[src/hdl/secs_pkg.sv]
package secs_pkg;

    // host and device item actions
    typedef enum logic [2:0] {
        ACT_WRITE  = 3'd0,
        ACT_READ   = 3'd1,
        ACT_DEVICE = 3'd2,
        ACT_SLEEP  = 3'd3,
        ACT_WAKE   = 3'd4
    } action_t;

    // result kinds
    typedef enum logic [2:0] {
        KIND_SEND    = 3'd0,
        KIND_CLOCK   = 3'd1,
        KIND_RELEASE = 3'd2,
        KIND_HOST    = 3'd3,
        KIND_ERROR   = 3'd4
    } kind_t;

    // sequencer phase, one-hot
    typedef enum logic [4:0] {
        PH_IDLE   = 5'b00001,
        PH_POLL   = 5'b00010,
        PH_OPEN   = 5'b00100,
        PH_PAUSED = 5'b01000,
        PH_READ   = 5'b10000
    } phase_t;

    typedef enum logic [1:0] {
        OP_WRITE = 2'd0,
        OP_READ  = 2'd1,
        OP_SLEEP = 2'd2
    } op_t;

    // frame sequences the back end can play
    typedef enum logic [3:0] {
        SEQ_ERROR  = 4'd0,
        SEQ_WAKE   = 4'd1,
        SEQ_POLL   = 4'd2,
        SEQ_REPOLL = 4'd3,
        SEQ_WRITE  = 4'd4,
        SEQ_READ   = 4'd5,
        SEQ_SLEEP  = 4'd6,
        SEQ_STREAM = 4'd7,
        SEQ_RDATA  = 4'd8
    } seq_t;

    localparam logic [7:0] CMD_READ   = 8'h03;
    localparam logic [7:0] CMD_WRITE  = 8'h02;
    localparam logic [7:0] CMD_WREN   = 8'h06;
    localparam logic [7:0] CMD_RDSR   = 8'h05;
    localparam logic [7:0] CMD_SLEEP  = 8'hB9;
    localparam logic [7:0] CMD_WAKE   = 8'hAB;
    localparam logic [7:0] STATUS_WIP = 8'h01;

    localparam int QUEUE_DEPTH = 4;
    localparam int QPTR_W      = 2;
    localparam int STEP_W      = 3;

    typedef struct packed {
        seq_t        seq;
        logic [15:0] addr;
        logic [7:0]  data;
        logic        close;
    } job_t;

    typedef struct packed {
        kind_t      kind;
        logic [7:0] out_byte;
        logic       host_last;
        logic       run_end;
    } result_t;

endpackage

[src/hdl/secs_queue.sv]
module secs_queue (
    input  logic          aclk,
    input  logic          aresetn,
    input  logic          push,
    input  secs_pkg::job_t push_job,
    output logic          full,
    input  logic          pop,
    output secs_pkg::job_t head_job,
    output logic          empty
);
    import secs_pkg::*;

    job_t              slot_reg [QUEUE_DEPTH];
    logic [QPTR_W-1:0] wr_ptr_reg;
    logic [QPTR_W-1:0] rd_ptr_reg;
    logic [QPTR_W:0]   count_reg;

    assign full     = (count_reg == (QPTR_W+1)'(QUEUE_DEPTH));
    assign empty    = (count_reg == '0);
    assign head_job = slot_reg[rd_ptr_reg];

    always_ff @(posedge aclk) begin
        if (!aresetn) begin
            wr_ptr_reg <= '0;
            rd_ptr_reg <= '0;
            count_reg  <= '0;
        end else begin
            if (push) begin
                wr_ptr_reg <= wr_ptr_reg + 1'b1;
            end
            if (pop) begin
                rd_ptr_reg <= rd_ptr_reg + 1'b1;
            end
            if (push && !pop) begin
                count_reg <= count_reg + 1'b1;
            end else if (pop && !push) begin
                count_reg <= count_reg - 1'b1;
            end
        end
    end

    always_ff @(posedge aclk) begin
        if (push) begin
            slot_reg[wr_ptr_reg] <= push_job;
        end
    end

endmodule

[src/hdl/secs_front.sv]
module secs_front #(
    parameter int PAGE_BYTES = 64
) (
    input  logic           aclk,
    input  logic           aresetn,
    input  logic           s_tvalid,
    output logic           s_tready,
    input  logic [2:0]     s_action,
    input  logic [15:0]    s_address,
    input  logic [7:0]     s_data,
    input  logic           s_last,
    input  logic [15:0]    s_read_count,
    output logic           job_push,
    output secs_pkg::job_t job,
    input  logic           queue_full
);
    import secs_pkg::*;

    localparam int OFF_W   = $clog2(PAGE_BYTES);
    localparam int RECIP_W = 24 - $clog2(PAGE_BYTES) + 1;
    localparam int PROD_W  = 16 + RECIP_W;
    localparam logic [PROD_W-1:0] RECIP  = PROD_W'((1 << 24) / PAGE_BYTES);
    localparam logic [15:0]       PAGE16 = 16'(PAGE_BYTES);
    localparam logic [OFF_W-1:0]  OFF_MAX = OFF_W'(PAGE_BYTES - 1);

    phase_t             phase_reg, phase_next;
    op_t                op_reg, op_next;
    logic [15:0]        addr_reg, addr_next;
    logic [7:0]         pend_data_reg, pend_data_next;
    logic               pend_last_reg, pend_last_next;
    logic [15:0]        rem_reg, rem_next;
    logic [OFF_W-1:0]   off_reg, off_next;
    logic [1:0]         mod_cnt_reg, mod_cnt_next;
    logic [PROD_W-1:0]  prod_reg;
    logic [15:0]        qp_reg;

    logic [15:0]        mod_diff;
    logic [15:0]        mod_rem;
    logic [OFF_W-1:0]   off_inc;
    logic               boundary;
    action_t            action;

    assign action   = action_t'(s_action);
    assign s_tready = !queue_full && (mod_cnt_reg == 2'd0);
    assign job_push = s_tvalid && s_tready;

    // page offset after one more byte, with the 16-bit address wrap restarting a page
    assign off_inc  = ((addr_reg == 16'hFFFF) || (off_reg == OFF_MAX)) ? '0 : off_reg + 1'b1;
    assign boundary = (off_inc == '0);

    // last step of the offset reduction: one compare and subtract
    assign mod_diff = addr_reg - qp_reg;
    assign mod_rem  = (mod_diff >= PAGE16) ? mod_diff - PAGE16 : mod_diff;

    always_comb begin
        phase_next     = phase_reg;
        op_next        = op_reg;
        addr_next      = addr_reg;
        pend_data_next = pend_data_reg;
        pend_last_next = pend_last_reg;
        rem_next       = rem_reg;
        off_next       = off_reg;
        mod_cnt_next   = (mod_cnt_reg != 2'd0) ? mod_cnt_reg - 1'b1 : 2'd0;
        job.seq        = SEQ_ERROR;
        job.addr       = addr_reg;
        job.data       = s_data;
        job.close      = 1'b0;

        if (mod_cnt_reg == 2'd1) begin
            off_next = OFF_W'(mod_rem);
        end

        if (job_push) begin
            case (action)
                ACT_WRITE: begin
                    if (phase_reg == PH_IDLE || phase_reg == PH_PAUSED) begin
                        if (phase_reg == PH_IDLE) begin
                            addr_next    = s_address;
                            mod_cnt_next = 2'd3;
                        end
                        pend_data_next = s_data;
                        pend_last_next = s_last;
                        op_next        = OP_WRITE;
                        phase_next     = PH_POLL;
                        job.seq        = SEQ_POLL;
                    end else if (phase_reg == PH_OPEN) begin
                        job.seq   = SEQ_STREAM;
                        job.close = s_last || boundary;
                        addr_next = addr_reg + 1'b1;
                        off_next  = off_inc;
                        phase_next = s_last ? PH_IDLE : (boundary ? PH_PAUSED : PH_OPEN);
                    end
                end
                ACT_READ: begin
                    if (phase_reg == PH_IDLE) begin
                        addr_next  = s_address;
                        rem_next   = s_read_count;
                        op_next    = OP_READ;
                        phase_next = PH_POLL;
                        job.seq    = SEQ_POLL;
                    end
                end
                ACT_DEVICE: begin
                    if (phase_reg == PH_POLL) begin
                        if ((s_data & STATUS_WIP) != 8'h00) begin
                            job.seq = SEQ_REPOLL;
                        end else begin
                            case (op_reg)
                                OP_WRITE: begin
                                    job.seq    = SEQ_WRITE;
                                    job.data   = pend_data_reg;
                                    job.close  = pend_last_reg || boundary;
                                    addr_next  = addr_reg + 1'b1;
                                    off_next   = off_inc;
                                    phase_next = pend_last_reg ? PH_IDLE :
                                                 (boundary ? PH_PAUSED : PH_OPEN);
                                end
                                OP_READ: begin
                                    job.seq    = SEQ_READ;
                                    job.close  = (rem_reg == 16'd0);
                                    phase_next = (rem_reg == 16'd0) ? PH_IDLE : PH_READ;
                                end
                                default: begin
                                    job.seq    = SEQ_SLEEP;
                                    phase_next = PH_IDLE;
                                end
                            endcase
                        end
                    end else if (phase_reg == PH_READ) begin
                        job.seq   = SEQ_RDATA;
                        job.close = (rem_reg == 16'd1);
                        rem_next  = rem_reg - 1'b1;
                        if (rem_reg == 16'd1) begin
                            phase_next = PH_IDLE;
                        end
                    end
                end
                ACT_SLEEP: begin
                    if (phase_reg == PH_IDLE) begin
                        op_next    = OP_SLEEP;
                        phase_next = PH_POLL;
                        job.seq    = SEQ_POLL;
                    end
                end
                ACT_WAKE: begin
                    if (phase_reg == PH_IDLE) begin
                        job.seq = SEQ_WAKE;
                    end
                end
                default: begin
                    job.seq = SEQ_ERROR;
                end
            endcase
        end
    end

    always_ff @(posedge aclk) begin
        if (!aresetn) begin
            phase_reg     <= PH_IDLE;
            op_reg        <= OP_WRITE;
            addr_reg      <= '0;
            pend_data_reg <= '0;
            pend_last_reg <= 1'b0;
            rem_reg       <= '0;
            off_reg       <= '0;
            mod_cnt_reg   <= 2'd0;
        end else begin
            phase_reg     <= phase_next;
            op_reg        <= op_next;
            addr_reg      <= addr_next;
            pend_data_reg <= pend_data_next;
            pend_last_reg <= pend_last_next;
            rem_reg       <= rem_next;
            off_reg       <= off_next;
            mod_cnt_reg   <= mod_cnt_next;
        end
    end

    // page offset of a fresh write address: reciprocal multiply, then back-multiply
    always_ff @(posedge aclk) begin
        if (mod_cnt_reg == 2'd3) begin
            prod_reg <= PROD_W'(addr_reg) * RECIP;
        end
        if (mod_cnt_reg == 2'd2) begin
            qp_reg <= 16'(prod_reg[PROD_W-1:24]) * PAGE16;
        end
    end

`ifndef SYNTHESIS
    a_open_is_write: assert property (@(posedge aclk) disable iff (!aresetn)
        (phase_reg == PH_OPEN || phase_reg == PH_PAUSED) |-> op_reg == OP_WRITE)
        else $error("write frame phase without a pending write");

    a_read_has_bytes: assert property (@(posedge aclk) disable iff (!aresetn)
        (phase_reg == PH_READ) |-> rem_reg != 16'd0)
        else $error("read phase with no bytes left");

    a_no_push_while_reducing: assert property (@(posedge aclk) disable iff (!aresetn)
        (mod_cnt_reg != 2'd0) |-> !job_push)
        else $error("item taken before page offset was ready");
`endif

endmodule

[src/hdl/secs_back.sv]
module secs_back (
    input  logic           aclk,
    input  logic           aresetn,
    input  secs_pkg::job_t head_job,
    input  logic           queue_empty,
    output logic           job_pop,
    output logic           m_tvalid,
    input  logic           m_tready,
    output logic [7:0]     m_tdata,
    output logic           m_tlast,
    output logic [3:0]     m_tuser
);
    import secs_pkg::*;

    logic [STEP_W-1:0] step_reg, step_next;
    logic              valid_reg, valid_next;
    result_t           res_reg;
    result_t           res;
    logic              advance;

    assign advance = !queue_empty && (!valid_reg || m_tready);

    // one frame event per step of the current sequence
    always_comb begin
        res.kind      = KIND_SEND;
        res.out_byte  = 8'h00;
        res.host_last = 1'b0;
        res.run_end   = 1'b0;
        case (head_job.seq)
            SEQ_WAKE: begin
                case (step_reg)
                    3'd0: res.out_byte = CMD_WAKE;
                    default: begin
                        res.kind = KIND_RELEASE; res.run_end = 1'b1;
                    end
                endcase
            end
            SEQ_POLL: begin
                case (step_reg)
                    3'd0: res.out_byte = CMD_RDSR;
                    default: begin
                        res.kind = KIND_CLOCK; res.run_end = 1'b1;
                    end
                endcase
            end
            SEQ_REPOLL: begin
                case (step_reg)
                    3'd0: res.kind = KIND_RELEASE;
                    3'd1: res.out_byte = CMD_RDSR;
                    default: begin
                        res.kind = KIND_CLOCK; res.run_end = 1'b1;
                    end
                endcase
            end
            SEQ_WRITE: begin
                case (step_reg)
                    3'd0: res.kind = KIND_RELEASE;
                    3'd1: res.out_byte = CMD_WREN;
                    3'd2: res.kind = KIND_RELEASE;
                    3'd3: res.out_byte = CMD_WRITE;
                    3'd4: res.out_byte = head_job.addr[15:8];
                    3'd5: res.out_byte = head_job.addr[7:0];
                    3'd6: begin
                        res.out_byte = head_job.data; res.run_end = !head_job.close;
                    end
                    default: begin
                        res.kind = KIND_RELEASE; res.run_end = 1'b1;
                    end
                endcase
            end
            SEQ_READ: begin
                case (step_reg)
                    3'd0: res.kind = KIND_RELEASE;
                    3'd1: res.out_byte = CMD_READ;
                    3'd2: res.out_byte = head_job.addr[15:8];
                    3'd3: res.out_byte = head_job.addr[7:0];
                    default: begin
                        res.kind    = head_job.close ? KIND_RELEASE : KIND_CLOCK;
                        res.run_end = 1'b1;
                    end
                endcase
            end
            SEQ_SLEEP: begin
                case (step_reg)
                    3'd0: res.kind = KIND_RELEASE;
                    3'd1: res.out_byte = CMD_SLEEP;
                    default: begin
                        res.kind = KIND_RELEASE; res.run_end = 1'b1;
                    end
                endcase
            end
            SEQ_STREAM: begin
                case (step_reg)
                    3'd0: begin
                        res.out_byte = head_job.data; res.run_end = !head_job.close;
                    end
                    default: begin
                        res.kind = KIND_RELEASE; res.run_end = 1'b1;
                    end
                endcase
            end
            SEQ_RDATA: begin
                case (step_reg)
                    3'd0: begin
                        res.kind      = KIND_HOST;
                        res.out_byte  = head_job.data;
                        res.host_last = head_job.close;
                    end
                    default: begin
                        res.kind    = head_job.close ? KIND_RELEASE : KIND_CLOCK;
                        res.run_end = 1'b1;
                    end
                endcase
            end
            default: begin
                res.kind    = KIND_ERROR;
                res.run_end = 1'b1;
            end
        endcase
    end

    assign job_pop = advance && res.run_end;

    always_comb begin
        step_next  = step_reg;
        valid_next = valid_reg;
        if (advance) begin
            valid_next = 1'b1;
            step_next  = res.run_end ? '0 : step_reg + 1'b1;
        end else if (m_tready) begin
            valid_next = 1'b0;
        end
    end

    always_ff @(posedge aclk) begin
        if (!aresetn) begin
            step_reg  <= '0;
            valid_reg <= 1'b0;
        end else begin
            step_reg  <= step_next;
            valid_reg <= valid_next;
        end
    end

    always_ff @(posedge aclk) begin
        if (advance) begin
            res_reg <= res;
        end
    end

    assign m_tvalid = valid_reg;
    assign m_tdata  = res_reg.out_byte;
    assign m_tlast  = res_reg.run_end;
    assign m_tuser  = {res_reg.host_last, res_reg.kind};

`ifndef SYNTHESIS
    a_error_alone: assert property (@(posedge aclk) disable iff (!aresetn)
        (valid_reg && res_reg.kind == KIND_ERROR) |-> res_reg.run_end)
        else $error("error result not closing its run");

    a_host_last_kind: assert property (@(posedge aclk) disable iff (!aresetn)
        (valid_reg && res_reg.host_last) |-> (res_reg.kind == KIND_HOST && !res_reg.run_end))
        else $error("host last flag on a wrong result");

    a_job_held: assert property (@(posedge aclk) disable iff (!aresetn)
        (step_reg != '0) |-> !queue_empty)
        else $error("sequence in progress with no job at queue head");
`endif

endmodule

[src/hdl/spi_eeprom_command_sequencer_unit.sv]
// command sequencer for a 25-series spi eeprom
// input channel (s_): one host request or one byte returned by the device per transfer;
//   s_tuser carries the action, s_tlast marks the final byte of a write buffer
// output channel (m_): spi frame events and host read data, one event per transfer;
//   m_tlast marks the final event caused by one input item
// a front stage tracks the eeprom phase and turns each item into a frame sequence job,
// a four-entry job queue decouples it from the back stage that plays each job out
// with an empty queue, the first event of an item passes through the queue slot and then the output register
// throughput: one event per cycle while the receiver takes them, and an item gives 1 to 8 events
//   depending on its sequence; the front keeps taking items while the queue has room
// a write that opens a new stream from idle blocks the input while the
//   page offset of its address is worked out by a reciprocal multiply
// when the receiver stalls, the held event stays on m_ and the queue fills, after
//   which s_tready drops
// reset (aresetn low at a clock edge) returns the phase to idle, empties the queue
//   and drops m_tvalid
module spi_eeprom_command_sequencer_unit #(
    parameter int PAGE_BYTES = 64
) (
    input  logic        aclk,
    input  logic        aresetn,
    input  logic        s_tvalid,
    output logic        s_tready,
    input  logic [39:0] s_tdata,   // address [15:0], data [23:16], read_count [39:24]
    input  logic        s_tlast,   // last_byte
    input  logic [2:0]  s_tuser,   // action [2:0]
    output logic        m_tvalid,
    input  logic        m_tready,
    output logic [7:0]  m_tdata,   // out_byte [7:0]
    output logic        m_tlast,   // run_end
    output logic [3:0]  m_tuser    // out_kind [2:0], host_last [3]
);
    import secs_pkg::*;

    // jobs between front and back
    job_t push_job;
    job_t head_job;
    logic job_push;
    logic job_pop;
    logic queue_full;
    logic queue_empty;

    // front: phase tracking and classification
    secs_front #(
        .PAGE_BYTES (PAGE_BYTES)
    ) u_front (
        .aclk         (aclk),
        .aresetn      (aresetn),
        .s_tvalid     (s_tvalid),
        .s_tready     (s_tready),
        .s_action     (s_tuser),
        .s_address    (s_tdata[15:0]),
        .s_data       (s_tdata[23:16]),
        .s_last       (s_tlast),
        .s_read_count (s_tdata[39:24]),
        .job_push     (job_push),
        .job          (push_job),
        .queue_full   (queue_full)
    );

    // short job queue
    secs_queue u_queue (
        .aclk     (aclk),
        .aresetn  (aresetn),
        .push     (job_push),
        .push_job (push_job),
        .full     (queue_full),
        .pop      (job_pop),
        .head_job (head_job),
        .empty    (queue_empty)
    );

    // back: frame event generation into the output register
    secs_back u_back (
        .aclk        (aclk),
        .aresetn     (aresetn),
        .head_job    (head_job),
        .queue_empty (queue_empty),
        .job_pop     (job_pop),
        .m_tvalid    (m_tvalid),
        .m_tready    (m_tready),
        .m_tdata     (m_tdata),
        .m_tlast     (m_tlast),
        .m_tuser     (m_tuser)
    );

endmodule

[config.mk]
export PLATFORM = sky130hd
export DESIGN_NAME = spi_eeprom_command_sequencer_unit
export DESIGN_NICKNAME = d
export VERILOG_FILES = /design/src/hdl/secs_pkg.sv /design/src/hdl/secs_queue.sv /design/src/hdl/secs_front.sv /design/src/hdl/secs_back.sv /design/src/hdl/spi_eeprom_command_sequencer_unit.sv
export SDC_FILE = /design/constraint.sdc
export NUM_CORES = 1
export LEC_CHECK = 0
export ABC_AREA = 1
export BUFFER_PORTS_ARGS = -buffer_cell sky130_fd_sc_hd__buf_2
export CAP_MARGIN = 20
export CORE_UTILIZATION = 35
export CTS_BUF_LIST = sky130_fd_sc_hd__clkbuf_2 sky130_fd_sc_hd__clkbuf_4 sky130_fd_sc_hd__clkbuf_8
export DETAILED_ROUTE_END_ITERATION = 10
export MAX_ROUTING_LAYER = met4
export SLEW_MARGIN = 20
export SYNTH_ARGS = -nofsm -noshare
export SYNTH_HDL_FRONTEND = slang
export SYNTH_SLANG_ARGS = --single-unit
[constraint.sdc]
create_clock -name aclk -period 5.8 [get_ports aclk]
set_input_delay 0.87 -clock aclk [delete_from_list [all_inputs] [get_ports aclk]]
set_output_delay 0.87 -clock aclk [all_outputs]
set_load 0.03 [all_outputs]
======== Yosys cells after proc, flatten, opt, wreduce, memory -nomap -nowiden ========
Memories as Yosys holds them, arrays and structs flattened. A register that Yosys moved wholly into a read port is not among the register bits.
Index checks and enable logic that the tools add are counted.
storage, ports and cells
  input port bits ......................... 48
  output and inout bits ................... 15
  word-level logic and storage cells ...... 219
  flip-flop bits (word level) ............. 106
  RAM bits ................................ 116
  memories kept ........................... 1
cells by class
  multiplexer cells ....................... 97
  $lt $le $gt $ge ......................... 1
  add/sub/neg operators ................... 11
  reduce and logical (&&, ||, !) cells .... 46
  eq/ne operators ......................... 44
memory list
  name              words  bits a word  read ports  clocked after memory_dff  write ports  RTL line          source
  u_queue.slot_reg  4      29           1           1                         1            secs_queue.sv:13  job_t slot_reg [QUEUE_DEPTH];
operators by type and width
  cell                     count
  $mux W16                 9
  $pmux W8 S8              1
  $mux W6                  9
  $mux W5                  10
  $mux W8                  6
  $pmux W16 S3             1
  $pmux W8 S5              1
  $pmux W16 S2             1
  $mux W2                  15
  $mux W9                  3
  $mux W4                  6
  $pmux W8 S3              1
  $mux W3                  7
  $pmux W3 S7              1
  $add A16 B1 Y16 const B  1
  $eq A16 B1 Y1 const B    1
  $eq A16 B16 Y1 const B   1
  $eq A4 B3 Y1 const B     4
  $ge A16 B7 Y1 const B    1
  $logic_not A16 Y1        1
  $pmux W4 S4              1
  $sub A16 B1 Y16 const B  1
  $sub A16 B16 Y16         1
  $eq A3 B3 Y1 const B     5
  other kinds (50)         111

======== Depth between registers and ports, before layout ========
Gate-level depths: netlist of run 1.
  word-level depth ........................ 10
  depth in mapped cells ................... 22
  mapped depth without buffers ............ 21

======== Hierarchy ========
From an unflattened synthesis of run 1, not the netlist that was laid out.
second synthesis, totals
  cell total of the unflattened synthesis .. 1,146
  area, all modules ....................... 10,100.9 um2
modules (own cells, without submodules)
  module      cells an instance  seq. area each (um2)  area an instance (um2)  times used
  secs_queue  339                3,663.5               4,897.2                 1
  secs_front  600                1,121.1               3,781.1                 1
  secs_back   207                470.5                 1,422.6                 1

======== Worst setup path before layout of run 1 ========
No wires, ideal clock.
  path kind ............................... reg2reg
  start point ............................. register u_queue.count_reg[0]
  end point ............................... memory u_queue.slot_reg[0][0] (netlist name), enable pin
  slack ................................... 2,789 ps
  clock period less this slack ............ 3,011 ps
  required time ........................... 5,385 ps
  path buffers ............................ 1
  stages on the path, launching flop included .. 8
  arrival time ............................ 2,596 ps
  setup time .............................. 415 ps
  path through ............................ dfxtp_1 inv_2 nand3_1 nand2_1 nor2_1 nand2_1 buf_2 nor2_1
between the ends
  cells in the longest elaborated chain, start to end .. 6
ends and longest elaborated chain
  element                        RTL line                                 source
  start, declared                secs_queue.sv:16                         logic [QPTR_W:0] count_reg;
  start signal, assigned         secs_queue.sv:35                         count_reg <= count_reg + 1'b1;
  start signal, assigned         secs_queue.sv:37                         count_reg <= count_reg - 1'b1;
  $eq A3 B3 Y1                   secs_queue.sv:18                         assign full = (count_reg == (QPTR_W+1)'(QUEUE_DEPTH));
  $logic_not A1 Y1               secs_front.sv:44                         assign s_tready = !queue_full && (mod_cnt_reg == 2'd0);
  $logic_and A1 B1 Y1            secs_front.sv:44
  net s_tready                   spi_eeprom_command_sequencer_unit.sv:23  output logic s_tready,
  $logic_and A1 B1 Y1            secs_front.sv:45                         assign job_push = s_tvalid && s_tready;
  $mux W1                        secs_queue.sv:43                         if (push) begin
  $mux W1 (implied by the code)  secs_queue.sv:44                         slot_reg[wr_ptr_reg] <= push_job;
  end, declared                  secs_queue.sv:13
The timed path passes the listed nets, and every way through them passes these cells.

==> flow_summary.toml, run 1 <==
[clock_tree]
cts.sinks = 198
clk_pin_slew_ns = 0.10
post_cts_resized = 0
numCtsBuffers = 17
clock_latency_ns = 0.48
clockBufferDepth = 2
h-tree-depth = 4
postCtsHoldBufs = 0
cts-root-buf = "clkbuf_8"
post_cts_buffers = 0
cts_tree = "yes"

[synth]
synth_edf_count = 129
async_flop_share_pct = 0
yosys_warnings = 0
syn_nets = 1236
seq_area_frac_synth_pct = 51.92
synth_cell_types = 51
synthCells = 1173
ys_ff_latch = 198
postSynthAreaPerCell_um2 = 8.629
synth_area_um2 = 10120
synthFlopType = "edfxtp_1"

[floorplanning]
die_y_um = 172.1
start_util_pct = 36.04
die_x_um = 172.1
fp-row-count = 61
ioPinCount = 63
dieArea_um2 = 29600
core_area_um2 = 28090

[timing]
slew_viol_final = 0
finalClockSkew_ns = 0.02594
totalNegativeSetupSlack_ns = 0
rsz0062_at_grt = "false"
worst_pin_slew_ns = 0.8118
setup_violations = 0
relSlewSlack_pct = 45.38
max_freq_mhz = 288.8
period_share_pct = 59.69
fin_crit_ns = 3.462
hold_viol_final = 0

[global_routing]
grt_pass1_vias = 7545
grt_first_pass_wirelength_um = 39130
grt_max_degree = 60
grt_usage_pct = 17.66
global_route.overflow_total = 0
antenna_found_initial = 0

[setup_path]
critPathRequiredTime_ns = 6.17
endpoint_kind = "flop"
reg2reg_to = "u_queue.count_reg[1]"
setup.worst_path.end = "u_queue.count_reg[1]"
cp_max_fo = 39
crit_path_start_kind = "flop"
r2r_slack_ns = 2.34
path_class = "reg -> reg"
worstPathArrival_ns = 3.83
worstRegToRegCells = 16

[drt]
vias = 8090
drc_errors = 0
via_per_inst = 5.015
drt_first_pass_iters = 5
antenna_left = 0
drtIter0Drc = 549
wl_per_cell_um = 15.16
wl_um = 24450

[final_layout]
antenna_cells = 0
area_delta_synth_final_pct = 10.52
design_area_um2 = 11190
largest_reg_flops = 116
regArea_um2 = 5256
fill_cells = 2914
mostFrequentLayoutCells = "nand2_1, edfxtp_1, nor2_1"
multi_input_area_um2 = 4275
layout-drive-gt1-share_pct = 14.09
fin_nets = 1285
final_common_cell = "nand2_1"

[power_and_ir_drop]
ir_worst_vdd_uv = 197.7
p_per_area_nw_per_um2 = 391.2
p_leak_nw = 4.364

[place]
placed_area_um2 = 10790
portBuffers = 62
dp_hpwl_um = 16840
gp_congestion = 0.8456

[min_path]
min_path_type = "reg -> reg"

[flow_run]
maxCapViolCount = 0

[run_status]
status = "completed"
## per-layer routing
metal	track usage, %	vias up	share of wire, %
met2	28.45	192	46
met5	-	-	0
li1	-	4096	-
met3	2.220	24	4.0
met4	5.925	0	1.5
met1	22.98	3778	48
## through the flow
stage                     worst slack [ns]  utilization (%)  total power [mW]  std cells  hold slack (ns)
after floorplan                      2.789                -             3.094       1173           0.4478
after global placement               2.352            38.43             3.526       1581           0.4579
after detailed placement             2.296            38.43             3.528       1581           0.4649
after CTS                            2.296            39.83             4.415       1613           0.4796
after global routing                 2.030            39.83             4.670       1613           0.5165
final                                2.338            39.83             4.376       1613           0.4788
## area by class of cell
class / count / area share (%)
multi-input combinational: 825 / 38.22
sequential: 198 / 46.99
inverter: 109 / 3.668
clock buffer: 18 / 2.215
clock inverter: 14 / 1.309
tap: 378 / 4.228
timing repair buffer: 71 / 3.378
## how the worst min path moves through the flow
stage | cells past startpoint | start | to
final | 2 | u_front.mod_cnt_reg[1] | u_front.mod_cnt_reg[1]
after global routing | 2 | u_front.mod_cnt_reg[1] | u_front.mod_cnt_reg[0]
after CTS | 2 | u_front.mod_cnt_reg[1] | u_front.mod_cnt_reg[1]
after detailed placement | 2 | u_front.mod_cnt_reg[1] | u_front.mod_cnt_reg[1]
after global placement | 2 | u_front.mod_cnt_reg[1] | u_front.mod_cnt_reg[1]
after floorplan | 2 | u_front.rem_reg[13] | u_front.rem_reg[13]
## worst max-delay path, cell delays in order, from the launching register on
cell     delay [ns]
dfxtp_1        0.31
buf_4          0.22
inv_2          0.56
nand3_1        0.24
nand2_4        0.17
nand2_2        0.08
nor2_2         0.38
nand2_2        0.14
nand2_4        0.12
nor2_8         0.05
nand2_4        0.07
nand2_2        0.07
ha_1           0.18
inv_1          0.10
fa_1           0.39
o21ai_0        0.15
a21oi_1        0.05
## where the power goes
part	internal, mW	total [mW]	switching, mW
Combinational	0.484	1.66	1.18
Sequential	1.74	1.83	0.0900
Clock	0.365	0.889	0.524
## synth_stat cells, types with 2 or more instances
library cell / number / area (um^2)
nor2_2: 5 / 31.28
nand3_2: 6 / 60.06
a32o_1: 7 / 70.07
a211oi_1: 10 / 75.07
nand2_1: 267 / 1002
o211ai_1: 7 / 52.55
xor2_1: 12 / 105.1
edfxtp_1: 129 / 3874
buf_1: 2 / 7.510
buf_2: 15 / 75.07
o2111ai_1: 4 / 35.03
mux2_2: 7 / 78.83
clkbuf_1: 21 / 78.83
o21a_1: 2 / 15.01
o21ai_0: 105 / 525.5
o31ai_1: 2 / 15.01
nor2_1: 128 / 480.5
xnor2_1: 3 / 26.28
inv_2: 10 / 37.54
ha_1: 14 / 175.2
a31oi_1: 8 / 50.05
o22a_1: 6 / 52.55
nand3_4: 2 / 35.03
o221ai_1: 5 / 43.79
dfxtp_1: 69 / 1381
nor3_1: 10 / 50.05
clkinv_1: 6 / 22.52
nand3_1: 76 / 380.4
or2_2: 3 / 18.77
a21oi_1: 64 / 320.3
o22ai_1: 10 / 62.56
nand2_2: 14 / 87.58
nand2_4: 12 / 135.1
inv_1: 92 / 345.3
nor2_4: 3 / 33.78
o21ai_1: 7 / 35.03
buf_6: 2 / 22.52
nand4_1: 15 / 93.84
## cell families after synthesis
kind of cell	count (synthesis)	synth area share, %
compound gates	244	13.96
mux	7	0.7788
buf+inv	150	5.946
flops	198	51.92
xor+xnor	15	1.298
fa+ha+maj	15	1.928
simple gates	544	24.18
(Power assumes the default switching activity.)
==> run 2: changes to the inputs <==
==> constraint.sdc (replaced) <==
create_clock -name aclk -period 3.2 [get_ports aclk]
set_input_delay 0.48 -clock aclk [delete_from_list [all_inputs] [get_ports aclk]]
set_output_delay 0.48 -clock aclk [all_outputs]
set_load 0.03 [all_outputs]
==> run 2 against run 1 <==
Effect of this change:
- first-iteration DRC count decreased by 5.5%
- sequential power increased by 81%
- clock skew decreased by 0.0076 ns
- final cell count increased by 1.1%
- hold slack got worse by 0.20 ns
- design area increased by 1.9%
- worst setup slack got worse by 2.0 ns
- critical path depth increased by 3
- register-to-register slack got worse by 2.0 ns
- largest cell class unchanged
==> flow_summary.toml, run 2 (synthesis gave the netlist of run 1 again) <==
[floorplanning]
fp-row-count = 61
die_x_um = 172.1
die_y_um = 172.1
dieArea_um2 = 29600
core_area_um2 = 28090
ioPinCount = 63
start_util_pct = 36.04

[timing]
period_share_pct = 89.99
fin_crit_ns = 2.880
hold_viol_final = 0
setup_violations = 0
relSlewSlack_pct = 46.60
whs_ns = 0.2752
slew_viol_final = 0
rsz0062_at_grt = "false"
totalNegativeSetupSlack_ns = 0
worst_pin_slew_ns = 0.7936
max_freq_mhz = 347.2
finalClockSkew_ns = 0.01836

[setup_path]
cp_cell_sequence = "inv_1 > ha_1 > nand2_1 > clkinvlp_4 > nand2_1 > nand2_1 > nand2_2 > nand3_4 > nor2_8 > nand2_4 > nand2_2 > ha_1 > inv_1 > fa_1 > nor2_1 > nor2_1 > nand2_1 > o21ai_0 > a21oi_1"
critPathRequiredTime_ns = 3.59
cp_max_fo = 9
critPathMaxStageDelay_ns = 0.43
slowest_stage = "fa_1"
path_class = "reg -> reg"
crit_path_start_kind = "flop"
endpoint_kind = "flop"
cpMostUsedCell = "nand2_1"
path_buf_inv = 3
worstPathArrival_ns = 3.27
critPathTopFamily = "simple AND/OR/NAND/NOR gates"

[drt]
via_per_inst = 5.021
wl_per_cell_um = 14.87
antenna_left = 0
drtIter0Drc = 519
drc_errors = 0
wl_um = 24250
drt_first_pass_iters = 5
vias = 8185

[clock_tree]
post_cts_resized = 0
clockBufferDepth = 2
cts-root-buf = "clkbuf_8"
postCtsHoldBufs = 0
clock_latency_ns = 0.46
cts_tree = "yes"
post_cts_buffers = 0
h-tree-depth = 4
cts.sinks = 198
numCtsBuffers = 17
clk_pin_slew_ns = 0.10

[place]
portBuffers = 62
dp_hpwl_um = 16990
gp_congestion = 0.8813

[power_and_ir_drop]
p_per_area_nw_per_um2 = 727.0
ir_worst_vdd_uv = 299.2
power_mw = 8.291
p_leak_nw = 4.483

[final_layout]
layout-drive-gt1-share_pct = 15.34
antenna_cells = 0
mostFrequentLayoutCells = "nand2_1, edfxtp_1, nor2_1"
fin_nets = 1302
final_common_cell = "nand2_1"
area_delta_synth_final_pct = 12.67
largest_reg_flops = 116

[run_status]
status = "completed"

[global_routing]
grt_max_degree = 49
antenna_found_initial = 0
global_route.overflow_total = 0
grt_first_pass_wirelength_um = 39500
grt_usage_pct = 17.68
grt_pass1_vias = 7620

[min_path]
min_path_type = "in -> reg"

[flow_run]
maxCapViolCount = 0
-- run 2: cell types whose count changed in the layout (fill, tap and decap cells not counted), moves of 3 or more --
| cell | change |
|---|---|
| inv_8 | -3 |
| bufinv_16 | +5 |
| clkinv_4 | -3 |
| buf_4 | +17 |
| clkbuf_4 | +3 |
-- run 2: where the power goes --
group          leakage (nW)  internal, mW  total [mW]  switching (mW)
clock network         0.240          1.04        1.91           0.869
logic                  2.47         0.926        3.06            2.13
registers              1.77          3.15        3.32           0.175
-- run 2: layout make-up --
class	instances	area (um^2)
multi-input cells	825	4275
fillers	2824	16680
repair buffers	88	505.5
inverters	109	414.1
clock inverters	12	224.0
well taps	378	473.0
flip-flops and latches	198	5256
clock buffers	20	256.5
-- run 2: final timing paths --
| kind | start | end | slack (ns) | cells past startpoint |
|---|---|---|---|---|
| worst min-delay path | s_tdata[24] | u_front.rem_reg[0] | 0.28 | 3 |
| worst max register to register | u_back.step_reg[0] | u_queue.count_reg[2] | 0.32 | 19 |
| worst min register to register | u_front.mod_cnt_reg[1] | u_front.mod_cnt_reg[1] | 0.48 | 2 |
| worst max-delay path | u_back.step_reg[0] | u_queue.count_reg[2] | 0.32 | 19 |
-- run 2: metal layers --
layer	track usage, %	part of all wire [%]	up-vias
li1	-	-	4130
met1	23.44	48	3802
met2	28.10	46	223
met3	2.380	4.6	30
met4	5.310	1.4	0
met5	-	0	-
-- run 2: tightest hold or removal path, stage by stage --
cell,delay (ns)
buf_2,0.09
nand2_1,0.05
a31oi_1,0.07
-- run 2: through the flow --
step | util, % | instances | cell area (um^2) | setup slack [ns]
after floorplan | - | 1173 | 10120 | 0.1895
after global placement | 38.88 | 1598 | 10920 | 0.3439
after detailed placement | 38.88 | 1598 | 10920 | 0.3133
after CTS | 40.59 | 1630 | 11400 | 0.2976
after global routing | 40.61 | 1630 | 11400 | 0.02107
final | 40.61 | 1630 | 11400 | 0.3202
==> run 3: changes to the inputs <==
--- a/config.mk
+++ b/config.mk
@@ -11,8 +11,10 @@
 export CORE_UTILIZATION = 35
 export CTS_BUF_LIST = sky130_fd_sc_hd__clkbuf_2 sky130_fd_sc_hd__clkbuf_4 sky130_fd_sc_hd__clkbuf_8
 export DETAILED_ROUTE_END_ITERATION = 10
+export GPL_ROUTABILITY_DRIVEN = 0
 export MAX_ROUTING_LAYER = met4
 export SLEW_MARGIN = 20
 export SYNTH_ARGS = -nofsm -noshare
 export SYNTH_HDL_FRONTEND = slang
+export SYNTH_HIERARCHICAL = 1
 export SYNTH_SLANG_ARGS = --single-unit
==> run 3 against run 2 <==
Effect of this change:
- synthesized area shrank 0.21%
- sequential power is essentially flat
- register-to-register slack gained 0.09 ns
- routed wire length grew 0.46%
- synthesized cell count shrank 2.3%
- critical path depth shrank 1
- non-clock buffer count shrank 9
- total power shrank 2.9%
- final cell count shrank 2.1%
- flip-flop and latch count is the same
- largest power group unchanged
==> flow_summary.toml, run 3 <==
[synth]
synth_most_common_cell = "nand2_1"
seq_area_frac_synth_pct = 52.03
postSynthAreaPerCell_um2 = 8.814
synth_cell_types = 55
async_flop_share_pct = 0
synth_top_area_cell = "edfxtp_1"
synth_top_area_share_pct = 38.35
synth_common_cells = "nand2_1, o21ai_0, edfxtp_1, nor2_1, inv_1"
yosys_warnings = 6
synthCells = 1146
ys_ff_latch = 198
synth_area_um2 = 10100
synthFlopType = "edfxtp_1"
syn_nets = 1210
synth.area.top_cells = "edfxtp_1, dfxtp_1, nand2_1"
synth_edf_count = 129

[timing]
max_freq_mhz = 358.4
worst_pin_slew_ns = 0.8986
finalClockSkew_ns = 0.02587
setup_slack_ns = 0.4102
totalNegativeSetupSlack_ns = 0
slew_viol_final = 0
rsz0062_at_grt = "false"
relSlewSlack_pct = 39.72
hold_viol_final = 0
period_share_pct = 87.18
setup_violations = 0
fin_crit_ns = 2.790
whs_ns = 0.2381

[clock_tree]
cts_tree = "yes"
post_cts_resized = 0
clockBufferDepth = 2
h-tree-depth = 4
post_cts_buffers = 0
cts-root-buf = "clkbuf_8"
clock_latency_ns = 0.48
clk_pin_slew_ns = 0.12
postCtsHoldBufs = 0
cts.sinks = 198
numCtsBuffers = 17

[global_routing]
grt_pass1_vias = 7747
grtUsageMet1_pct = 22.86
antenna_found_initial = 1
grt_usage_pct = 17.71
grt_use_met2_pct = 28.00
grt_max_degree = 49
gr-usage-met3_pct = 3.113
top_usage_layer = "met2"
global_route.overflow_total = 0
grt_first_pass_wirelength_um = 39560

[final_layout]
final_common_cell = "nand2_1"
utilization_pct = 39.97
regArea_um2 = 5256
largest_reg_flops = 116
fin_nets = 1268
design_area_um2 = 11230
fill_cells = 2912
mostFrequentLayoutCells = "nand2_1, o21ai_0, edfxtp_1"
multi_input_area_um2 = 4131
area_delta_synth_final_pct = 11.14
layout-drive-gt1-share_pct = 17.75

[setup_path]
cp_num_cells = 18
path_class = "reg -> reg"
worstPathArrival_ns = 3.17
endpoint_kind = "flop"
crit_path_start_kind = "flop"
cp_max_fo = 12
critPathMaxStageDelay_ns = 0.40
worstRegToRegCells = 18
critPathTopFamily = "simple AND/OR/NAND/NOR gates"
critPathRequiredTime_ns = 3.58
cpMostUsedCell = "nor2_1"
slowest_stage = "fa_1"
path_buf_inv = 5
cp_cell_sequence = "inv_2 > nor2_1 > o22ai_2 > inv_1 > nor2_1 > and2_4 > nor2_1 > nand2_1 > nand2_1 > nand3_2 > nand2_2 > inv_2 > inv_1 > ha_1 > inv_1 > fa_1 > o21ai_0 > nor2_1"

[floorplanning]
dieArea_um2 = 29540
die_x_um = 171.9
fp-row-count = 61
ioPinCount = 63
start_util_pct = 35.96
die_y_um = 171.9
core_area_um2 = 28090

[power_and_ir_drop]
p_per_area_nw_per_um2 = 717.1
p_leak_nw = 4.264
ir_worst_vdd_uv = 271.2

[drt]
drt_first_pass_iters = 5
vias = 8152
drc_errors = 0
drtIter0Drc = 646
wl_per_cell_um = 15.26
via_per_inst = 5.108
wl_um = 24360
antenna_left = 0

[place]
pre_cts_slack_ns = 0.2504
placed_area_um2 = 10790
dp_hpwl_um = 16900
portBuffers = 62

[flow_run]
maxCapViolCount = 0

[run_status]
status = "completed"

[min_path]
min_path_type = "in -> reg"
worstHoldPathCells = 3
-- run 3: cell count changes in the layout (fill, tap and decap cells not counted), moves of 18 or more --
cell and delta:
o22ai_2 +22, nor2_2 +22, o21ai_0 +26, nand3_1 -34, inv_1 +18, nand2_1 -60
-- run 3: final timing paths --
path                            to  slack, ns             startpoint
max           u_queue/count_reg[1]       0.41                   flop
min             u_front/rem_reg[2]       0.24            s_tdata[26]
max reg2reg   u_queue/count_reg[1]       0.41                   flop
min reg2reg  u_queue/rd_ptr_reg[1]       0.45  u_queue/rd_ptr_reg[1]
-- run 3: per-stage QoR --
stage                     total power, mW  std cells
final                               8.050       1596
after CTS                           8.082       1595
after floorplan                     5.593       1146
after global routing                8.595       1596
after detailed placement            6.406       1563
after global placement              6.354       1563
-- run 3: final cells by class --
cell class                      instances  share of cell area [%]
Multi-Input combinational cell        773                   36.80
Timing Repair Buffer                   79                   3.901
Clock buffer                           17                   2.084
Inverter                              135                   4.536
Sequential cell                       198                   46.82
Tap cell                              378                   4.213
Antenna cell                            1                 0.02229
Clock inverter                         15                   1.616
-- run 3: cells by family after synthesis --
logic type / synth area share (%)
compound gates: 17.97
xor+xnor: 0.4335
fa+ha+maj: 2.056
buf+inv: 7.259
flops: 52.03
mux: 0.1982
simple gates: 20.05
-- run 3: worst min-delay path, cell delays in order --
cell	delay [ns]
buf_2	0.09
nand2_1	0.05
a31oi_1	0.06
-- run 3: where the power goes --
group | internal, mW | switching (mW)
registers | 3.15 | 0.175
clock network | 0.728 | 0.958
logic | 0.904 | 2.13
-- run 3: metal layers --
metal	vias to the layer above	wire, um
li1	4057	-
met1	3828	11420
met2	229	11300
met3	38	1160
met4	0	478
met5	-	0
